[config.mk]
export PLATFORM = sky130hd
export DESIGN_NAME = bfpc_result
export DESIGN_NICKNAME = d
export VERILOG_FILES = /design/src/sv/bfpc_pkg.sv /design/src/sv/bfpc_result.sv
export SDC_FILE = /design/constraint.sdc
export NUM_CORES = 1
export LEC_CHECK = 0
export ABC_CLOCK_PERIOD_IN_PS = 5650
export CAP_MARGIN = 20
export CORE_AREA = 5 5 76 78
export DETAILED_ROUTE_END_ITERATION = 12
export DIE_AREA = 0 0 81 83
export DONT_BUFFER_PORTS = 1
export HOLD_SLACK_MARGIN = 0.02
export MAX_ROUTING_LAYER = met4
export SYNTH_ARGS = -nofsm -noshare
export SYNTH_HDL_FRONTEND = slang
export SYNTH_SLANG_ARGS = --single-unit
[constraint.sdc]
create_clock -name i_clk -period 5.65 [get_ports i_clk]
set_input_delay 1.13 -clock i_clk [delete_from_list [all_inputs] [get_ports i_clk]]
set_output_delay 1.13 -clock i_clk [all_outputs]
set_load 0.005 [all_outputs]
[src/sv/bfpc_pkg.sv]
// Package for the byte FIFO with peek and running sums.
// Holds sizes, request codes and the stage record shared by the queue and result modules.
// No dependencies.
`timescale 1ns / 1ps

package bfpc_pkg;

    localparam int DEPTH  = 1024;
    localparam int ADDR_W = (DEPTH > 1) ? $clog2(DEPTH) : 1;
    localparam int CNT_W  = $clog2(DEPTH + 1);
    localparam int FILL_W = 11;
    localparam int PEEK_W = 10;
    localparam int SUM_W  = ((ADDR_W > PEEK_W) ? ADDR_W : PEEK_W) + 1;
    localparam int CMP_W  = (CNT_W > PEEK_W) ? CNT_W : PEEK_W;

    typedef enum logic [2:0] {
        FN_APPEND   = 3'd0,
        FN_POP      = 3'd1,
        FN_PEEK     = 3'd2,
        FN_CLEAR    = 3'd3,
        FN_SWAP_POP = 3'd4,
        FN_SWAP_APP = 3'd5,
        FN_STATUS   = 3'd6
    } t_func;

    // Request record handed from the queue stage to the result stage.
    typedef struct packed {
        logic              valid;
        logic [2:0]        func;
        logic              hit;       // pop or peek that reads a held byte
        logic              refused;
        logic [CNT_W-1:0]  count;     // fill count after the request
        logic [7:0]        app_sum;   // appended sum after the request
        logic [7:0]        app_old;   // appended sum before the request
        logic [7:0]        data;
    } t_stage;

endpackage

[src/sv/bfpc_result.sv]
// Result stage: popped sum, read value selection and the result register.
// Takes the t_stage record and store read data from bfpc_queue. Uses bfpc_pkg.
`timescale 1ns / 1ps

module bfpc_result
    import bfpc_pkg::*;
(
    input  logic              i_clk,
    input  logic              i_rst_n,
    input  t_stage            i_stage,
    input  logic [7:0]        i_rd_data,
    output logic              o_strobe,
    output logic [7:0]        o_read_value,
    output logic [FILL_W-1:0] o_fill_count,
    output logic              o_is_empty,
    output logic              o_refused,
    output logic [7:0]        o_popped_total,
    output logic [7:0]        o_appended_total
);

    logic [7:0] r_pop_sum, n_pop_sum;
    logic [7:0] n_read_value;

    logic              r_strobe;
    logic [7:0]        r_read_value;
    logic [FILL_W-1:0] r_fill_count;
    logic              r_is_empty;
    logic              r_refused;
    logic [7:0]        r_popped_total;
    logic [7:0]        r_appended_total;

    always_comb begin
        n_pop_sum    = r_pop_sum;
        n_read_value = 8'd0;
        if (i_stage.valid) begin
            case (i_stage.func)
                FN_POP: begin
                    if (i_stage.hit) begin
                        n_read_value = i_rd_data;
                        n_pop_sum    = r_pop_sum + i_rd_data;
                    end
                end
                FN_PEEK: begin
                    if (i_stage.hit) begin
                        n_read_value = i_rd_data;
                    end
                end
                FN_SWAP_POP: begin
                    n_read_value = r_pop_sum;
                    n_pop_sum    = i_stage.data;
                end
                FN_SWAP_APP: begin
                    n_read_value = i_stage.app_old;
                end
                default: begin
                end
            endcase
        end
    end

    always_ff @(posedge i_clk) begin
        if (!i_rst_n) begin
            r_pop_sum <= '0;
            r_strobe  <= 1'b0;
        end else begin
            r_pop_sum <= n_pop_sum;
            r_strobe  <= i_stage.valid;
        end
    end

    always_ff @(posedge i_clk) begin
        r_read_value     <= n_read_value;
        r_fill_count     <= FILL_W'(i_stage.count);
        r_is_empty       <= (i_stage.count == '0);
        r_refused        <= i_stage.refused;
        r_popped_total   <= n_pop_sum;
        r_appended_total <= i_stage.app_sum;
    end

    assign o_strobe         = r_strobe;
    assign o_read_value     = r_read_value;
    assign o_fill_count     = r_fill_count;
    assign o_is_empty       = r_is_empty;
    assign o_refused        = r_refused;
    assign o_popped_total   = r_popped_total;
    assign o_appended_total = r_appended_total;

endmodule

==> PnR_summary.wiki, run 1 <==
{| class="wikitable"
! Metric !! Value
|-
| Total design power || 0.648 mW
|-
| Largest stage delay, worst path || 0.53 ns
|-
| Total of cells resized after clock tree synthesis || 0
|-
| Clk Latency, worst-skew pair || ~0.3 ns
|-
| Clk root buf || sky130_fd_sc_hd__clkbuf_8
|-
| Data arrival, critical path || 2.80 ns
|-
| Ordered list of cells on the worst path || ha_1, inv_1, fa_1, nor2b_1, o2111ai_1, a2111oi_0, o31a_1
|-
| Post-CTS Setup Bufs || 0
|-
| Number of inserted diodes || 0
|-
| Antenna-violating nets left || 0
|-
| Top-Level Pins || 89
|-
| Placement Rows || 26
|-
| DIE WIDTH || 81 um
|-
| Sequential fraction of the synthesis area || 47.5%
|-
| Total Routed Length || 4.89 mm
|-
| Final Net Count || 253
|-
| Final Skew || 0.0119 ns
|-
| Final setup margin || 3.11 ns
|-
| Switching power as a share of total power || 23.3%
|-
| Sum of negative setup slack || 0 ns
|-
| Number of max-capacitance violations reported || 0
|-
| Global-route wire length before repair || 7.51 mm
|-
| Number of buffers between clock root and the deepest sink || 2
|-
| Register share of total power || 53.9%
|-
| Net switching power || 0.151 mW
|-
| H-Tree Depth || 2
|-
| Internal power || 0.497 mW
|-
| Remaining global-route overflow || 0
|-
| Routed wirelength normalized by instance count || 18.5 um
|-
| Most repeated cell in the gate-level netlist after synthesis || sky130_fd_sc_hd__dfxtp_1
|-
| Cell types occupying the most area after synthesis || sky130_fd_sc_hd__dfxtp_1, sky130_fd_sc_hd__nor2_1, sky130_fd_sc_hd__ha_1
|-
| Via total after detailed routing || 1445
|-
| Count of unique library cells instantiated by Yosys || 47
|-
| Maximum vdd drop || 103 uV
|-
| Clock transition at the registers of the reported paths || 0.09 ns
|-
| Vias in the first global route || 1385
|-
| Met1 Use GR || between 10% and 20%
|-
| Cell with the largest stage delay on the worst path || sky130_fd_sc_hd__a2111oi_0
|-
| Endpoint type of the worst setup path || flip-flop
|-
| Area of the mapped netlist || between 0.0015 and 0.002 mm^2
|-
| Buffers added on ports || 0
|-
| Largest net degree at the start of global routing || 20
|-
| Post-synth top cells || sky130_fd_sc_hd__dfxtp_1, sky130_fd_sc_hd__nor2_1, sky130_fd_sc_hd__a21oi_1
|-
| Number of buffers added by the clock tree synthesis step || 5
|-
| Number of flops mapped to enable cells by yosys || 0
|-
| Fraction of final layout cells with drive strength greater than 1 || 7.69%
|-
| Detailed-routing iteration count for the pre-antenna-repair pass || 4
|-
| Number of storage elements in the synthesis netlist || 46
|-
| Minimum clock period after layout || between 2 and 3 ns
|-
| Number of antenna violations at the first check in global routing || 0
|-
| Leak || ~0.81 nW
|-
| Routability cong. || 0.802
|-
| Crit path buf inv count || 1
|-
| Final Setup Violations || 0
|-
| Setup repair after global routing missed its margin || no
|-
| Slew Limit Headroom || 58.4%
|-
| Grt met2 use || 24.5%
|-
| Slew Viols, Final || 0
|-
| Area growth, synth to finish || 7.74%
|-
| Largest delay share family, worst path || compound AO/OA/AOI/OAI gates
|-
| Number of DRC violations after detailed routing || 0
|-
| Number of hold violations in the final report || 0
|-
| CP Data Required Time || ~5.9 ns
|-
| Cell area power density || 310 mW/mm^2
|-
| Maximum frequency from static timing analysis || 393 MHz
|-
| GRT met3 Usage || 5.52%
|-
| Number of warnings issued by yosys || 0
|-
| Net Count, Synth || 253
|-
| Detailed Route Iter0 Violations || 66
|-
| Status || finished, final reports clean
|-
| Post-synth top area cell || sky130_fd_sc_hd__dfxtp_1
|-
| Setup slack at placement || 2.78 ns
|-
| Async SR Flop Fraction || 0%
|-
| Min-Delay Path Class || reg2reg
|-
| Detailed-placement wirelength estimate || 3.74 mm
|-
| Sinks on Clock Net || 46
|-
| Number of vias per cell after detailed routing || roughly 5.5
|-
| Final period utilization || between 40 and 50%
|-
| Die Y || 83 um
|-
| Synth top area share || 47.5%
|-
| Initial Utilization || 38.7%
|-
| Clock tree from TritonCTS || yes
|-
| Post-Synthesis Cells || 194
|-
| Transition time at the pin with the least slew margin || 0.621 ns
|-
| Critical path fanouts, max || 3
|-
| Area of the placeable core || 0.00501 mm^2
|-
| Layer with the highest usage after global routing || met2
|-
| Kind of critical path || in2reg
|-
| CP Launch Type || input pin
|-
| Part of the power in the clock network || 38.1%
|-
| All-layer global routing usage || ~15%
|-
| Die Area || 0.00672 mm^2
|-
| Most used DFF post-synth || sky130_fd_sc_hd__dfxtp_1
|-
| CTS Hold Bufs || 0
|-
| Post-Syn Area per Cell || ~10 um^2
|-
| Combinational Power Share || ~8%
|}
[flip-flops by register name, summed over array words and instances, names as in the netlist]
register          cells
r_pop_sum             8
o_appended_total      8
o_read_value          8
o_strobe              1
o_refused             1
o_is_empty            1
o_fill_count         11
o_popped_total        8
[metrics by stage]
stage / cell area [um^2] / instances / hold slack, ns / utilization [%]
after floorplan: 1940 / 194 / 0.510 / -
after global placement: 1980 / 257 / 0.564 / 39.5
after detailed placement: 1980 / 257 / 0.564 / 39.5
after CTS: 2090 / 265 / 0.591 / 41.7
after global routing: 2090 / 265 / 0.632 / 41.7
final: 2090 / 265 / 0.602 / 41.7
[path summary, 6_finish.rpt]
path                      startpoint                         to  slack, ns  cells after the start
max                     i_rd_data[0]    r_pop_sum[6]$_SDFF_PN0_       3.11                      7
min          r_pop_sum[4]$_SDFF_PN0_  o_popped_total[4]$_DFF_P_       0.60                      2
max reg2reg  r_pop_sum[0]$_SDFF_PN0_    r_pop_sum[6]$_SDFF_PN0_       3.47                      7
min reg2reg  r_pop_sum[4]$_SDFF_PN0_  o_popped_total[4]$_DFF_P_       0.60                      2
[cells in the final DEF, fill, tap and decap left out, types with 2 or more instances in the layout]
cell and n:
sky130_fd_sc_hd__ha_1 7, sky130_fd_sc_hd__a22o_1 2, sky130_fd_sc_hd__nor2_1 28, sky130_fd_sc_hd__mux2i_1 8, sky130_fd_sc_hd__a32oi_1 3, sky130_fd_sc_hd__a21oi_1 13
sky130_fd_sc_hd__nor3b_1 2, sky130_fd_sc_hd__inv_1 6, sky130_fd_sc_hd__o21a_1 2, sky130_fd_sc_hd__xnor2_1 4, sky130_fd_sc_hd__and2_1 7, sky130_fd_sc_hd__a22oi_1 2
sky130_fd_sc_hd__or3_1 3, sky130_fd_sc_hd__a21o_1 3, sky130_fd_sc_hd__clkbuf_8 5, sky130_fd_sc_hd__a32o_1 5, sky130_fd_sc_hd__a2111oi_0 2, sky130_fd_sc_hd__nand2_1 6
sky130_fd_sc_hd__o21ai_0 5, sky130_fd_sc_hd__dfxtp_1 46, sky130_fd_sc_hd__nor2b_1 6, sky130_fd_sc_hd__nor4_1 3, sky130_fd_sc_hd__nor3b_2 2
[power by group through the flow]
stage,clock (mW),combinational [mW],sequential [mW]
6_report,0.247,0.0520,0.349
5_1_grt,0.267,0.0583,0.351
4_1_cts,0.256,0.0519,0.350
3_5_place_dp,0,0.0514,0.358
3_3_place_gp,0,0.0512,0.358
2_1_floorplan,0,0.0499,0.354
[worst reg2reg max path, delay by kind of cell, from the launching register on]
| kind | cells | cell delay (ns) |
|---|---|---|
| flip-flops | 1 | 0.41 |
| AND/OR/NAND/NOR | 1 | 0.17 |
| buffers and inverters | 1 | 0.06 |
| adder cells (fa/ha/maj) | 2 | 0.61 |
| AO/OA/AOI/OAI | 3 | 0.88 |
[per-layer routing]
metal / wire length [um] / vias up
met5: 0 / -
met4: 126 / 0
met3: 332 / 10
met2: 2400 / 50
met1: 2030 / 683
li1: - / 702
[logic make-up (layout without fill, tap and decap cells)]
group                    Yosys count  count (layout)  synth area share, %
XOR/XNOR                           5               5                 2.26
AND/OR/NAND/NOR                   63              63                 17.2
flip-flops                        46              46                 47.5
AO/OA/AOI/OAI                     50              50                 19.1
buffers and inverters             13              14                 3.74
multiplexers                       9               9                 4.71
adder cells (fa/ha/maj)            8               8                 5.55
[area by class of cell]
class | instances | area, um^2
tap | 70 | 87.6
fill | 493 | 2920
multi-input combinational | 135 | 946
inverter | 6 | 22.5
clock buffer | 5 | 68.8
sequential | 46 | 921
clock inverter | 3 | 43.8
No activity file was read; power rests on OpenSTA's default activity.
==> run 2: changes to the inputs <==
--- a/config.mk
+++ b/config.mk
@@ -5,7 +5,7 @@
 export SDC_FILE = /design/constraint.sdc
 export NUM_CORES = 1
 export LEC_CHECK = 0
-export ABC_CLOCK_PERIOD_IN_PS = 5650
+export ABC_CLOCK_PERIOD_IN_PS = 2200
 export CAP_MARGIN = 20
 export CORE_AREA = 5 5 76 78
 export DETAILED_ROUTE_END_ITERATION = 12
==> constraint.sdc (replaced) <==
create_clock -name i_clk -period 2.2 [get_ports i_clk]
set_input_delay 0.44 -clock i_clk [delete_from_list [all_inputs] [get_ports i_clk]]
set_output_delay 0.44 -clock i_clk [all_outputs]
set_load 0.005 [all_outputs]
==> PnR_summary.wiki, run 2 (synthesis results as in run 1) <==
{| class="wikitable"
! Metric !! Value
|-
| Crit path buf inv count || 1 (unchanged)
|-
| Setup slack at placement || -0.0230 ns (was 2.78 ns)
|-
| Detailed Route Iter0 Violations || 90 (was 66)
|-
| Slew Viols, Final || 0 (unchanged)
|-
| Via total after detailed routing || 1462 (was 1445)
|-
| Beginning of the worst register-to-register path || r_pop_sum[0]$_SDFF_PN0_ (unchanged)
|-
| Critical path launch point || r_pop_sum[0]$_SDFF_PN0_ (was i_rd_data[0])
|-
| CP Launch Type || flip-flop (was input pin)
|-
| Fill cell count || 498 (was 493)
|-
| Global-route wire length before repair || 7.82 mm (was 7.51 mm)
|-
| Die Area || 0.00672 mm^2 (unchanged)
|-
| Clock transition at the registers of the reported paths || 0.09 ns (about the same)
|-
| Net switching power || 0.377 mW (was 0.151 mW)
|-
| Part of the power in the clock network || 37.3% (was 38.1%)
|-
| Initial Utilization || 38.7% (unchanged)
|-
| Buffers added on ports || 0 (unchanged)
|-
| Number of inserted diodes || 0 (unchanged)
|-
| Kind of critical path || reg2reg (was in2reg)
|-
| Routability cong. || 0.853 (was 0.802)
|-
| Final Net Count || 256 (was 253)
|-
| Register share of total power || 54.1% (was 53.9%)
|-
| Area growth, synth to finish || 9.74% (was 7.74%)
|-
| Clock tree from TritonCTS || yes (unchanged)
|-
| Number of buffers between clock root and the deepest sink || 2 (unchanged)
|-
| Total design power || 1.66 mW (was 0.648 mW)
|-
| CTS Hold Bufs || 0 (unchanged)
|-
| Cell with the largest stage delay on the worst path || sky130_fd_sc_hd__fa_1 (was sky130_fd_sc_hd__a2111oi_0)
|-
| Routed wirelength normalized by instance count || 18.6 um (was 18.5 um)
|-
| Total Routed Length || 4.98 mm (was 4.89 mm)
|-
| Most frequent cells in the layout || sky130_fd_sc_hd__dfxtp_1, sky130_fd_sc_hd__nor2_1, sky130_fd_sc_hd__a21oi_1, sky130_fd_sc_hd__mux2i_1, sky130_fd_sc_hd__and2_1 (was sky130_fd_sc_hd__dfxtp_1, sky130_fd_sc_hd__nor2_1, sky130_fd_sc_hd__a21oi_1, sky130_fd_sc_hd__mux2i_1)
|-
| DIE WIDTH || 81 um (unchanged)
|-
| Number of DRC violations after detailed routing || 0 (unchanged)
|-
| Endpoint type of the worst setup path || flip-flop (unchanged)
|-
| Largest net degree at the start of global routing || 20 (unchanged)
|-
| Cell area power density || 778 mW/mm^2 (was 310 mW/mm^2)
|-
| Sinks on Clock Net || 46 (unchanged)
|-
| Slew Limit Headroom || 55.3% (was 58.4%)
|-
| Area of the placeable core || 0.00501 mm^2 (unchanged)
|-
| Final period utilization || 92.2%
|-
| Transition time at the pin with the least slew margin || 0.667 ns (was 0.621 ns)
|-
| Ordered list of cells on the worst path || ha_2, inv_1, fa_1, nor2b_2, o2111ai_1, a32o_1, or3_1 (was ha_1, inv_1, fa_1, nor2b_1, o2111ai_1, a2111oi_0, o31a_1)
|-
| Placement Rows || 26 (unchanged)
|-
| Clk Latency, worst-skew pair || 0.30 ns (about the same)
|-
| Largest stage delay, worst path || 0.41 ns (was 0.53 ns)
|-
| Die Y || 83 um (unchanged)
|-
| CP Data Required Time || 2.38 ns (was 5.90 ns)
|-
| Maximum vdd drop || 430 uV (was 103 uV)
|-
| Detailed-routing iteration count for the pre-antenna-repair pass || 4 (unchanged)
|-
| Design area || 0.00213 mm^2 (was 0.00209 mm^2)
|-
| Switching power as a share of total power || 22.8% (was 23.3%)
|-
| Largest delay share family, worst path || adder cells (was compound AO/OA/AOI/OAI gates)
|-
| Number of hold violations in the final report || 0 (unchanged)
|-
| Number of buffers added by the clock tree synthesis step || 5 (unchanged)
|-
| Commonest non-fill, non-tap cell in the layout || sky130_fd_sc_hd__dfxtp_1 (unchanged)
|-
| Minimum clock period after layout || 2.03 ns
|-
| Maximum frequency from static timing analysis || slightly below 500 MHz
|-
| Antenna-violating nets left || 0 (unchanged)
|-
| Combinational Power Share || 8.6% (was 8.0%)
|-
| Worst min-delay path startpoint || i_stage[34] (was r_pop_sum[4]$_SDFF_PN0_)
|-
| Placed insts || 260 (was 257)
|-
| Final Skew || 0.0137 ns (was 0.0119 ns)
|-
| Post-route non-filler standard cell count || 268 (was 265)
|-
| Critical path fanouts, max || 4 (was 3)
|-
| Largest register FFs || 11 (unchanged)
|-
| Fraction of final layout cells with drive strength greater than 1 || 11.1% (was 7.69%)
|-
| Min-Delay Path Class || in2reg (was reg2reg)
|-
| Final Setup Violations || 0 (unchanged)
|-
| Detailed-placement wirelength estimate || 3.81 mm (was 3.74 mm)
|-
| H-Tree Depth || 2 (unchanged)
|-
| Total of cells resized after clock tree synthesis || 1 (was 0)
|-
| Top-Level Pins || 89 (unchanged)
|-
| Status || finished, final reports clean (unchanged)
|-
| Post-CTS Setup Bufs || 0 (unchanged)
|-
| Final setup margin || 0.171 ns (was 3.11 ns)
|-
| Internal power || 1.28 mW (was 0.497 mW)
|-
| Clk root buf || sky130_fd_sc_hd__clkbuf_8 (unchanged)
|-
| Number of max-capacitance violations reported || 0 (unchanged)
|-
| Number of antenna violations at the first check in global routing || 0 (unchanged)
|-
| Data arrival, critical path || 2.21 ns (was 2.80 ns)
|-
| Leak || 0.824 nW (was 0.815 nW)
|-
| Vias in the first global route || 1451 (was 1385)
|-
| All-layer global routing usage || 15.5% (was 15.2%)
|-
| Util after Layout || 42.5% (was 41.7%)
|-
| Remaining global-route overflow || 0 (unchanged)
|-
| Number of vias per cell after detailed routing || 5.46 (was 5.45)
|-
| Placed instance area || 0.00200 mm^2 (was 0.00198 mm^2)
|}
==> run 2: power by group through the flow <==
| stage | Combinational, mW | Clock [mW] | Sequential, mW |
|---|---|---|---|
| after floorplan | 0.128 | 0 | 0.908 |
| after CTS | 0.139 | 0.634 | 0.898 |
| after detailed placement | 0.137 | 0 | 0.917 |
| after global placement | 0.136 | 0 | 0.917 |
| final | 0.142 | 0.617 | 0.896 |
| after global routing | 0.160 | 0.660 | 0.900 |
==> run 2: cell type report <==
cell class	count	area, um^2	area share, %
Clock buffer	6	72.6	3.41
Clock inverter	2	37.5	1.76
Inverter	6	22.5	1.06
Multi-Input combinational cell	135	963	45.3
Sequential cell	46	922	43.3
Tap cell	70	87.6	4.12
Timing Repair Buffer	3	22.5	1.06
==> run 2: worst reg2reg max path: cells and delay by family, from the launching register on <==
| kind | cells | cell delay (ns) |
|---|---|---|
| DFF | 1 | 0.37 |
| adders and majority gates | 2 | 0.61 |
| buffers and inverters | 1 | 0.05 |
| and+or+nand+nor | 2 | 0.45 |
| AOI/OAI and AO/OA | 2 | 0.44 |
==> run 2: final timing paths <==
check | to | slack, ns | depth (start not counted)
hold / removal | o_fill_count[10]$_DFF_P_ | 0.17 | 0
hold reg to reg | o_popped_total[0]$_DFF_P_ | 0.56 | 1
setup reg to reg | o_popped_total[6]$_DFF_P_ | 0.17 | 7
setup / recovery | o_popped_total[6]$_DFF_P_ | 0.17 | 7
==> run 2: stage by stage <==
step                      setup TNS (ns)  hold slack [ns]
after floorplan                        0            0.468
final                                  0            0.166
after global placement                 0            0.468
after global routing             -0.0182            0.149
after CTS                              0            0.159
after detailed placement         -0.0400            0.468
==> run 2: layer usage <==
| layer | wire length [um] | GRT usage [%] | up-vias | part of all wire, % |
|---|---|---|---|---|
| met5 | 0 | - | - | 0 |
| li1 | - | - | 712 | - |
| met3 | 376 | 4.55 | 6 | 7.5 |
| met4 | 43 | 3.38 | 0 | 0.86 |
| met1 | 2020 | 18.4 | 682 | 41 |
| met2 | 2540 | 25.7 | 62 | 51 |
==> run 3: changes to the inputs <==
--- a/config.mk
+++ b/config.mk
@@ -7,9 +7,9 @@
 export LEC_CHECK = 0
 export ABC_CLOCK_PERIOD_IN_PS = 2200
 export CAP_MARGIN = 20
-export CORE_AREA = 5 5 76 78
+export CORE_AREA = 5 5 75 77
 export DETAILED_ROUTE_END_ITERATION = 12
-export DIE_AREA = 0 0 81 83
+export DIE_AREA = 0 0 80 82
 export DONT_BUFFER_PORTS = 1
 export HOLD_SLACK_MARGIN = 0.02
 export MAX_ROUTING_LAYER = met4
==> PnR_summary.wiki, run 3 (synthesis results as in run 1) <==
{| class="wikitable"
! Metric !! Value
|-
| Status || finished, final reports clean (unchanged)
|-
| Buffers added on ports || 0 (unchanged)
|-
| Clock transition at the registers of the reported paths || 0.09 ns (about the same)
|-
| Kind of critical path || reg2reg (unchanged)
|-
| Number of hold violations in the final report || 0 (unchanged)
|-
| Slew Limit Headroom || 57.9% (was 55.3%)
|-
| Maximum vdd drop || 358 uV (was 430 uV)
|-
| Clk Latency, worst-skew pair || 0.30 ns (about the same)
|-
| Number of vias per cell after detailed routing || 5.41 (was 5.46)
|-
| Fraction of final layout cells with drive strength greater than 1 || 10.2% (was 11.1%)
|-
| Sum of negative setup slack || 0 ns (unchanged)
|-
| Detailed Route Iter0 Violations || 138 (was 90)
|-
| Clock tree from TritonCTS || yes (unchanged)
|-
| Final Skew || 0.00595 ns (was 0.0137 ns)
|-
| CP Launch Type || flip-flop (unchanged)
|-
| All-layer global routing usage || 14.2% (was 15.5%)
|-
| Initial Utilization || 39.2% (was 38.7%)
|-
| Register share of total power || 57.0% (was 54.1%)
|-
| Final hold slack || 0.155 ns (was 0.166 ns)
|-
| Die Y || 82 um (was 83 um)
|-
| Setup slack at placement || 0.0587 ns (was -0.0230 ns)
|-
| Post-CTS Setup Bufs || 0 (unchanged)
|-
| Endpoint type of the worst setup path || flip-flop (unchanged)
|-
| Number of antenna violations at the first check in global routing || 0 (unchanged)
|-
| H-Tree Depth || 2 (unchanged)
|-
| Min-Delay Path Class || in2reg (unchanged)
|-
| Switching power as a share of total power || 25.8% (was 22.8%)
|-
| Detailed-routing iteration count for the pre-antenna-repair pass || 4 (unchanged)
|-
| Detailed-placement wirelength estimate || 3.62 mm (was 3.81 mm)
|-
| Design area || 0.00210 mm^2 (was 0.00213 mm^2)
|-
| Antenna-violating nets left || 0 (unchanged)
|-
| Vias in the first global route || 1332 (was 1451)
|-
| Area of the placeable core || 0.00494 mm^2 (was 0.00501 mm^2)
|-
| Clk root buf || sky130_fd_sc_hd__clkbuf_8 (unchanged)
|-
| Number of inserted diodes || 0 (unchanged)
|-
| Critical path fanouts, max || 4 (unchanged)
|-
| Minimum clock period after layout || 2.04 ns (was 2.03 ns)
|-
| Part of the power in the clock network || 34.3% (was 37.3%)
|-
| Leak || 0.813 nW (was 0.824 nW)
|-
| Via total after detailed routing || 1445 (was 1462)
|-
| Top-Level Pins || 89 (unchanged)
|-
| Slew Viols, Final || 0 (unchanged)
|-
| Remaining global-route overflow || 0 (unchanged)
|-
| Placed instance area || 0.00199 mm^2 (was 0.00200 mm^2)
|-
| Setup repair after global routing missed its margin || no
|-
| CTS Hold Bufs || 0 (unchanged)
|-
| Area growth, synth to finish || 8.13% (was 9.74%)
|-
| Largest net degree at the start of global routing || 20 (unchanged)
|-
| Number of DRC violations after detailed routing || 0 (unchanged)
|-
| Number of buffers between clock root and the deepest sink || 2 (unchanged)
|-
| Total of cells resized after clock tree synthesis || 0 (was 1)
|-
| Routability cong. || 0.812 (was 0.853)
|-
| Fill cell count || 493 (was 498)
|-
| DIE WIDTH || 80 um (was 81 um)
|-
| Placement Rows || 26 (unchanged)
|-
| Final setup margin || 0.155 ns (was 0.171 ns)
|-
| Area of the multi-input gates || 956 um^2 (was 963 um^2)
|-
| Global-route wire length before repair || 6.90 mm (was 7.82 mm)
|-
| Net switching power || 0.405 mW (was 0.377 mW)
|-
| Internal power || 1.17 mW (was 1.28 mW)
|-
| Routed wirelength normalized by instance count || 18.1 um (was 18.6 um)
|-
| Data arrival, critical path || 2.24 ns (was 2.21 ns)
|-
| Maximum frequency from static timing analysis || 489 MHz (was 493 MHz)
|-
| Most frequent cells in the layout || sky130_fd_sc_hd__dfxtp_1, sky130_fd_sc_hd__nor2_1, sky130_fd_sc_hd__a21oi_1, sky130_fd_sc_hd__mux2i_1 (was sky130_fd_sc_hd__dfxtp_1, sky130_fd_sc_hd__nor2_1, sky130_fd_sc_hd__a21oi_1, sky130_fd_sc_hd__mux2i_1, sky130_fd_sc_hd__and2_1)
|-
| Final Net Count || 255 (was 256)
|-
| Final period utilization || 92.9% (was 92.2%)
|-
| Number of max-capacitance violations reported || 0 (unchanged)
|-
| Sequential standard cell area || 922 um^2 (unchanged)
|-
| Commonest non-fill, non-tap cell in the layout || sky130_fd_sc_hd__dfxtp_1 (unchanged)
|-
| Die Area || 0.00656 mm^2 (was 0.00672 mm^2)
|-
| Combinational Power Share || 8.7% (was 8.6%)
|-
| Total Routed Length || 4.85 mm (was 4.98 mm)
|-
| Transition time at the pin with the least slew margin || 0.629 ns (was 0.667 ns)
|-
| Final Setup Violations || 0 (unchanged)
|-
| Cell area power density || 750 mW/mm^2 (was 778 mW/mm^2)
|-
| Number of buffers added by the clock tree synthesis step || 5 (unchanged)
|-
| CP Data Required Time || 2.39 ns (was 2.38 ns)
|-
| Largest register FFs || 11 (unchanged)
|-
| Sinks on Clock Net || 46 (unchanged)
|}
==> run 3: worst paths after layout <==
path                           start                   endpoint  slack [ns]  cells after the start
max          r_pop_sum[0]$_SDFF_PN0_  o_popped_total[6]$_DFF_P_        0.16                      7
min                      i_stage[35]          o_refused$_DFF_P_        0.16                      0
max reg2reg  r_pop_sum[0]$_SDFF_PN0_  o_popped_total[6]$_DFF_P_        0.16                      7
min reg2reg  r_pop_sum[0]$_SDFF_PN0_  o_popped_total[0]$_DFF_P_        0.56                      1
==> run 3: metrics by stage <==
step / total power [mW] / utilization, % / std cells
after floorplan: 1.04 / - / 194
after global placement: 1.05 / 40.3 / 259
after detailed placement: 1.05 / 40.3 / 259
after CTS: 1.59 / 42.2 / 267
after global routing: 1.64 / 42.4 / 267
final: 1.57 / 42.4 / 267
==> run 3: critical path: stages, from the launching register on <==
cell	delay, ns
sky130_fd_sc_hd__dfxtp_2	0.36
sky130_fd_sc_hd__ha_1	0.19
sky130_fd_sc_hd__inv_1	0.06
sky130_fd_sc_hd__fa_1	0.41
sky130_fd_sc_hd__nor2b_2	0.14
sky130_fd_sc_hd__o2111ai_1	0.18
sky130_fd_sc_hd__a32o_1	0.28
sky130_fd_sc_hd__or3_1	0.31
==> run 3: per-layer routing <==
metal	global-route usage (%)	part of all wire (%)
met5	-	0
met4	4.05	0.91
met3	4.61	8.6
met2	21.4	48
met1	18.2	42
==> run 3: final cells by class <==
type / count / area share (%)
repair buffers: 2 / 0.716
inverters: 6 / 1.07
well taps: 70 / 4.18
flip-flops and latches: 46 / 44.0
clock inverters: 3 / 1.19
multi-input cells: 135 / 45.6
clock buffers: 5 / 3.28
==> run 3: power groups by stage <==
stage	Combinational (mW)	Sequential [mW]	Clock (mW)
final	0.137	0.897	0.539
after CTS	0.135	0.898	0.557
after floorplan	0.128	0.908	0
after detailed placement	0.134	0.917	0
after global placement	0.134	0.917	0
after global routing	0.153	0.901	0.583
